<file path="src/rtl/box_filter_3x3_rgb_assert.svh">
// Assertion helpers for the box filter.
// Both expect signals named clock and reset in the including scope.
`ifndef BOX_FILTER_3X3_RGB_ASSERT_SVH
`define BOX_FILTER_3X3_RGB_ASSERT_SVH

// Consequent must hold in the same cycle as the antecedent.
`define BFRGB_ASSERT_SAME(label, ante, cons, msg) \
   label: assert property (@(posedge clock) disable iff (reset) (ante) |-> (cons)) \
      else $error(msg);

// Consequent must hold in the cycle after the antecedent.
`define BFRGB_ASSERT_NEXT(label, ante, cons, msg) \
   label: assert property (@(posedge clock) disable iff (reset) (ante) |=> (cons)) \
      else $error(msg);

`endif

</file>
<file path="src/rtl/bfrgb_pkg.sv">
package bfrgb_pkg;

   localparam int PIX_W = 16;
   localparam int ROW_W = 10;
   localparam int CSR_W = 11;
   localparam int CS_W  = PIX_W + 2;   // sum of three pixels
   localparam int SUM_W = PIX_W + 4;   // sum of nine pixels

   localparam int MAX_SIDE_DEF   = 1024;
   localparam int FRAME_SIZE_RST = 32;
   localparam int QDEPTH         = 2;

   // floor(x / 3) == (x * RECIP3) >> RECIP3_SH, exact for x below 2**21
   localparam int RECIP3_SH = 21;
   localparam logic [SUM_W-1:0] RECIP3 = SUM_W'(((1 << RECIP3_SH) + 2) / 3);

   // channel 0 red, 1 green, 2 blue
   typedef logic [2:0][PIX_W-1:0] pix_type;
   // entry 0 holds the older row, entry 1 the newer row
   typedef pix_type [1:0] line_type;
   // window indexed [row][col], row 2 and col 2 are the newest
   typedef pix_type [2:0][2:0] win_type;

   typedef enum logic [2:0] {
      DIV1,
      DIV2,
      DIV3,
      DIV4,
      DIV6,
      DIV9
   } div_type;

   typedef struct packed {
      logic [ROW_W-1:0] row;
      logic [ROW_W-1:0] col;
      logic             run_last;
      logic             frame_done;
   } meta_type;

   typedef struct packed {
      win_type    win;
      logic [2:0] row_mask;
      logic [2:0] col_mask;
      meta_type   meta;
   } job_type;

   typedef struct packed {
      logic full;
      logic empty;
   } q_stat_type;

   function automatic logic [SUM_W-1:0] div3(input logic [SUM_W-1:0] x);
      logic [2*SUM_W-1:0] prod;
      prod = x * RECIP3;
      return SUM_W'(prod >> RECIP3_SH);
   endfunction

endpackage

</file>
<file path="src/rtl/bfrgb_queue.sv">
module bfrgb_queue (
   input  logic                  clock,
   input  logic                  reset,
   input  logic                  push,
   input  bfrgb_pkg::job_type    push_data,
   input  logic                  pop,
   output bfrgb_pkg::job_type    pop_data,
   output bfrgb_pkg::q_stat_type stat
);

   localparam int PTR_W = $clog2(bfrgb_pkg::QDEPTH);
   localparam int CNT_W = $clog2(bfrgb_pkg::QDEPTH + 1);

   bfrgb_pkg::job_type mem_ff [bfrgb_pkg::QDEPTH];
   logic [PTR_W-1:0]   wr_ptr_ff, rd_ptr_ff;
   logic [CNT_W-1:0]   cnt_ff;

   assign stat.full  = (cnt_ff == CNT_W'(bfrgb_pkg::QDEPTH));
   assign stat.empty = (cnt_ff == '0);
   assign pop_data   = mem_ff[rd_ptr_ff];

   // advance pointers and fill level
   always_ff @(posedge clock) begin
      if (reset) begin
         wr_ptr_ff <= '0;
         rd_ptr_ff <= '0;
         cnt_ff    <= '0;
      end else begin
         if (push) begin
            wr_ptr_ff <= (wr_ptr_ff == PTR_W'(bfrgb_pkg::QDEPTH - 1)) ?
                         '0 : wr_ptr_ff + PTR_W'(1);
         end
         if (pop) begin
            rd_ptr_ff <= (rd_ptr_ff == PTR_W'(bfrgb_pkg::QDEPTH - 1)) ?
                         '0 : rd_ptr_ff + PTR_W'(1);
         end
         if (push && !pop) begin
            cnt_ff <= cnt_ff + CNT_W'(1);
         end else if (pop && !push) begin
            cnt_ff <= cnt_ff - CNT_W'(1);
         end
      end
   end

   always_ff @(posedge clock) begin
      if (push) begin
         mem_ff[wr_ptr_ff] <= push_data;
      end
   end

endmodule

</file>
<file path="config.mk">
export PLATFORM = sky130hd
export DESIGN_NAME = bfrgb_queue
export DESIGN_NICKNAME = d
export VERILOG_FILES = /design/src/rtl/box_filter_3x3_rgb_assert.svh /design/src/rtl/bfrgb_pkg.sv /design/src/rtl/bfrgb_queue.sv
export SDC_FILE = /design/constraint.sdc
export NUM_CORES = 1
export LEC_CHECK = 0
export BUFFER_PORTS_ARGS = -buffer_cell sky130_fd_sc_hd__buf_2
export CAP_MARGIN = 10
export CORE_AREA = 2 2 357 359
export CTS_CLUSTER_SIZE = 24
export DETAILED_ROUTE_END_ITERATION = 10
export DIE_AREA = 0 0 359 361
export PLACE_DENSITY_LB_ADDON = 0.12
export SYNTH_ARGS = -nofsm -noshare
export SYNTH_HDL_FRONTEND = slang
export SYNTH_SLANG_ARGS = --single-unit
</file>
<file path="constraint.sdc">
create_clock -name clock -period 29 [get_ports clock]
set_input_delay 4.35 -clock clock [delete_from_list [all_inputs] [get_ports clock]]
set_output_delay 4.35 -clock clock [all_outputs]
set_load 0.02 [all_outputs]
</file>
==> impl_metrics.py, run 1 <==
metrics = {
    "logic_synthesis": {
        "synth_xor_xnor_area_share_pct": 0.0998,
        "synth_area_per_cell_um2": 24.2,
        "synth_fa_ha_area_share_pct": 0.0356,
        "async_reset_ff_share_pct": 0,
        "yosysMostFrequentCell": "edfxtp_1",
        "yosys.area_share.simple_pct": 0.125,
        "synth-seq-cells": 925,
        "syn_nets": 1918,
        "synthCells": 1453,
        "yosys-top-cells-area": "edfxtp_1 (79%), mux2_4 (17%), mux2_2 (1.9%)",
        "synth_area_um2": 35100,
        "synth-compound-area-share_pct": 0.0285,
        "synth.distinct_cells": 17,
        "yosysTopAreaCellShare_pct": 78.7,
        "synth_common_cells": "edfxtp_1 (920), mux2_4 (400), mux2_2 (60), buf_6 (31), buf_8 (14)",
        "synth_warnings": 0,
        "synth_edf_count": 920,
        "synth_top_family_by_area": "multiplexers",
        "synthFlopType": "edfxtp_1",
        "synth_top_cell_by_area": "edfxtp_1",
        "synth_mux_area_share_pct": 19.0,
        "seq_area_frac_synth_pct": 79.0,
    },
    "pwr": {
        "power.total_mw": 3.35,
        "leakage_nw": 17.4,
        "ir_drop_mv": 0.0506,
        "power_density_nw_per_um2": 74.7,
    },
    "grt": {
        "grt_pass1_wl_um": 134000,
        "antenna_found_initial": 74,
        "use_met3_pct": 5.41,
        "grt_overflow": 0,
        "grt_max_degree": 172,
        "grt_pass1_vias": 18600,
        "top_usage_layer": "met2",
        "grtUsageMet2_pct": 26.1,
        "gr-usage-met1_pct": 14.8,
        "track_usage_pct": 14.3,
    },
    "worst_setup_path": {
        "critPathLaunchType": "flop",
        "crit_type": "flop to primary output",
        "cp_max_fo": 61,
        "crit_path_end_kind": "primary output",
        "required_ns": 24.65,
        "arrival_ns": 4.84,
    },
    "routing": {
        "drc": 0,
        "num_vias": 17700,
        "avgRoutedWirePerCell_um": 23.0,
        "wl_um": 96700,
        "drtIter0Drc": 1032,
        "vias_per_cell": 4.19,
        "firstDrtPassIters": 4,
        "ant_nets": 0,
    },
    "sta": {
        "rsz0062_at_grt": "no",
        "relSlewSlack_pct": 7.84,
        "hold_viol": 0,
        "setup_viol": 0,
        "hold_slack_ns": 0.511,
        "tightest_slew_ns": 1.38,
        "setup_ws_ns": 19.81,
        "finalCriticalPeriod_ns": 9.19,
        "worst_clock_skew_ns": 0.0209,
        "max_freq_mhz": 109,
        "slew_viol_final": 0,
        "fin_crit_sh_pct": 31.7,
        "setup_tns_ns": 0,
    },
    "floorplanning": {
        "rows": 130,
        "start_util_pct": 28.0,
        "die-area_um2": 130000,
        "io_pins": 926,
        "core-area_um2": 125000,
        "die_height_um": 361,
        "die-width_um": 359,
    },
    "clocking": {
        "cts_buffers": 106,
        "clockBufferDepth": 3,
        "cts.repair.resized": 0,
        "cts_setup_buffers": 0,
        "clock-sinks": 925,
        "cts_tree": "yes",
        "root_buffer": "clkbuf_16",
        "clk_pin_slew_ns": 0.06,
        "ctsHoldBuffers": 0,
        "clk_latency_ns": 0.68,
        "h-tree-depth": 3,
    },
    "cells_and_area": {
        "nets": 2916,
        "synthToLayoutAreaGrowth_pct": 27.9,
        "drive_above_1_share_pct": 61.2,
    },
    "placement": {
        "pre_cts_slack_ns": 20.39,
        "place_hpwl_um": 67700,
        "io_buffer_count": 925,
        "gp_congestion": 0.804,
    },
    "worst_hold_path": {
        "hold_class": "flop to flop",
    },
    "job": {
        "cap_viol_max_count": 0,
    },
    "run_status": {
        "status": "finished clean",
    },
}
==> cell usage in the layout (no fill, tap or decap), drive strengths merged <==
cell type / n
clkinvlp: 5
bufinv: 13
inv: 6
clkinv: 54
clkbuf: 120
nor2b: 2
edfxtp: 920
dfxtp: 5
mux2: 460
buf: 941
ha: 1
diode: 19
or3: 1
and2: 1
o21ai: 1
xnor2: 2
nor2: 5
xor2: 2
a21oi: 1
==> kinds of logic (layout without fill, tap and decap cells) <==
family	after synthesis	count (layout)
AOI/OAI and AO/OA	2	2
DFF	925	925
adders and majority gates	1	1
muxes	460	460
buffers and inverters	52	1139
and+or+nand+nor	9	9
other	0	19
xor gates and xnor gates	4	4
==> layer usage <==
metal	part of all wire, %	vias to the layer above
met1	35	8782
met4	3.8	54
met5	0.35	-
met3	8.2	258
li1	-	7855
met2	53	706
==> report_power, final <==
part / internal (mW) / switching (mW)
combinational: 0.182 / 0.254
clock: 0.790 / 0.539
sequential: 1.57 / 0.0231
==> flip-flops by register name, summed over array words and instances (netlist names), named ones only <==
name	cells
cnt_ff	2
wr_ptr_ff	1
rd_ptr_ff	1
mem_ff	920
==> final cells by class <==
cell class | instances | area, µm²
clock buffer | 120 | 2730
tap | 1650 | 2060
sequential | 925 | 27700
inverter | 1 | 3.75
timing repair buffer | 941 | 4790
antenna | 19 | 47.5
multi-input combinational | 476 | 6790
fill | 11900 | 80500
clock inverter | 77 | 749
==> per-stage QoR <==
stage               cells  instance area [µm²]  utilization (%)
finish               4209                44900             35.8
global route         4204                44900             35.8
CTS                  4190                44900             35.8
detailed placement   3993                41400             33.0
global placement     3993                41400             33.0
floorplan            1453                35100                -
==> worst paths after layout <==
| kind | startpoint | end | slack, ns | cells after the start |
|---|---|---|---|---|
| min | cnt_ff[1] | cnt_ff[1] | 0.51 | 2 |
| max | flop | pop_data[8] | 19.81 | 5 |
| max reg2reg | wr_ptr_ff | mem_ff[0][350] | 25.46 | 3 |
| min reg2reg | cnt_ff[1] | cnt_ff[1] | 0.51 | 2 |
==> critical path: stages (launching register included) <==
cell and delay, ns:
dfxtp_4 0.82, buf_4 0.83, buf_4 0.95, buf_4 0.89, mux2_2 0.43, buf_2 0.16
Note: power is estimated with default switching activity, not from simulation.
==> inputs of run 2 (changes only) <==
==> constraint.sdc (replaced) <==
create_clock -name clock -period 9.1 [get_ports clock]
set_input_delay 1.365 -clock clock [delete_from_list [all_inputs] [get_ports clock]]
set_output_delay 1.365 -clock clock [all_outputs]
set_load 0.02 [all_outputs]
==> impl_metrics.py, run 2 (synthesis results as in run 1) <==
metrics = {
    "run_status": {
        "status": "finished clean",
    },
    "worst_setup_path": {
        "r2r-start": "wr_ptr_ff",
        "crit_path_end_kind": "primary output",
        "crit_type": "flop to primary output",
        "arrival_ns": 3.62,
        "ff2ff_path_depth": 3,
        "required_ns": 7.74,
        "cp_max_fo": 104,
        "r2r_end": "mem_ff[1][45]",
        "critPathLaunchType": "flop",
        "r2r_slack_ns": 6.17,
    },
    "sta": {
        "setup_viol": 0,
        "hold_viol": 0,
        "max_freq_mhz": 201,
        "worst_clock_skew_ns": 0.0168,
        "tightest_slew_ns": 1.27,
        "slew_viol_final": 0,
        "setup_ws_ns": 4.12,
        "setup_tns_ns": 0,
        "relSlewSlack_pct": 15.6,
        "hold_slack_ns": 0.502,
        "rsz0062_at_grt": "no",
        "fin_crit_sh_pct": 54.7,
        "finalCriticalPeriod_ns": 4.98,
    },
    "floorplanning": {
        "io_pins": 926,
        "core-area_um2": 125000,
        "die-area_um2": 130000,
        "start_util_pct": 28.0,
        "die_height_um": 361,
        "die-width_um": 359,
        "rows": 130,
    },
    "worst_hold_path": {
        "hold_depth": 2,
        "hold_class": "flop to flop",
        "min-delay-start": "cnt_ff[1]",
        "min_to": "cnt_ff[1]",
    },
    "cells_and_area": {
        "drive_above_1_share_pct": 61.1,
        "synthToLayoutAreaGrowth_pct": 27.4,
        "layout_commonest_cell": "buf_2",
        "instances_no_fill": 4209,
        "top_register": "mem_ff",
        "layout_common_cells": "buf_2 (925), edfxtp_1 (920), mux2_4 (400), clkbuf_16 (107), mux2_2 (60)",
        "top_regs": "mem_ff (920), cnt_ff (2)",
        "largest_reg_flops": 920,
        "stdcell_area_um2": 44700,
        "nets": 2916,
        "post-route-util_pct": 35.7,
    },
    "clocking": {
        "cts_buffers": 104,
        "clockBufferDepth": 3,
        "h-tree-depth": 3,
        "ctsHoldBuffers": 0,
        "clock-sinks": 925,
        "cts_setup_buffers": 0,
        "clk_pin_slew_ns": 0.06,
        "clk_latency_ns": 0.69,
        "root_buffer": "clkbuf_16",
        "cts_tree": "yes",
        "cts.repair.resized": 0,
    },
    "routing": {
        "drtIter0Drc": 893,
        "wl_um": 98700,
        "ant_nets": 0,
        "vias_per_cell": 4.24,
        "drc": 0,
        "firstDrtPassIters": 4,
        "num_vias": 17800,
        "avgRoutedWirePerCell_um": 23.4,
    },
    "pwr": {
        "power_density_nw_per_um2": 233,
        "leakage_nw": 17.3,
        "ir_drop_mv": 0.136,
        "power.total_mw": 10.4,
    },
    "placement": {
        "gp_congestion": 0.801,
        "placed_cells": 3995,
        "place_hpwl_um": 70600,
        "pre_cts_slack_ns": 4.69,
        "io_buffer_count": 925,
        "placed_area_um2": 41400,
    },
    "grt": {
        "grt_pass1_wl_um": 136000,
        "grt_pass1_vias": 18900,
        "grt_max_degree": 158,
        "track_usage_pct": 14.7,
        "grt_overflow": 0,
        "antenna_found_initial": 75,
    },
    "job": {
        "cap_viol_max_count": 0,
    },
}
==> run 2: cell types whose count changed in the layout (fill, tap and decap cells not counted) <==
| cell | delta |
|---|---|
| clkbuf_1 | +14 |
| clkinv_1 | -15 |
| inv_6 | -1 |
| diode_2 | +10 |
| clkinv_8 | -2 |
| buf_12 | +4 |
| inv_16 | -1 |
| bufinv_16 | -7 |
| buf_4 | -2 |
==> run 2: area by class of cell <==
cell class / count / area (µm²)
Tap cell: 1650 / 2060
Inverter: 1 / 3.75
Antenna cell: 29 / 72.6
Clock buffer: 134 / 2780
Timing Repair Buffer: 943 / 4850
Fill cell: 11900 / 80700
Clock inverter: 51 / 422
Sequential cell: 925 / 27700
Multi-Input combinational cell: 476 / 6790
==> run 2: report_power, final <==
part / switching (mW) / internal, mW
registers: 0.0790 / 4.99
logic: 0.813 / 0.582
clock network: 1.67 / 2.31
total: 2.56 / 7.88
==> run 2: how the worst max path moves through the flow <==
stage / end / slack, ns / depth (start not counted)
after CTS: pop_data[165] / 3.88 / 4
final: pop_data[165] / 4.12 / 4
after detailed placement: pop_data[165] / 4.69 / 4
after global routing: pop_data[237] / 3.84 / 4
after global placement: pop_data[165] / 4.70 / 4
after floorplan: mem_ff[0][0] / 0.43 / 1
==> run 2: metal layers <==
metal / track usage [%] / vias up / routed length [µm]
met1: 14.1 / 8988 / 33300
met3: 6.62 / 235 / 8730
met4: 5.45 / 60 / 3260
li1: - / 7873 / -
met2: 27.3 / 670 / 53000
met5: 0 / - / 388
==> run 2: worst max-delay path, cell delays in order (launching register included) <==
cell     delay, ns
dfxtp_4       1.00
buf_12        0.60
buf_4         0.62
mux2_4        0.34
buf_2         0.18
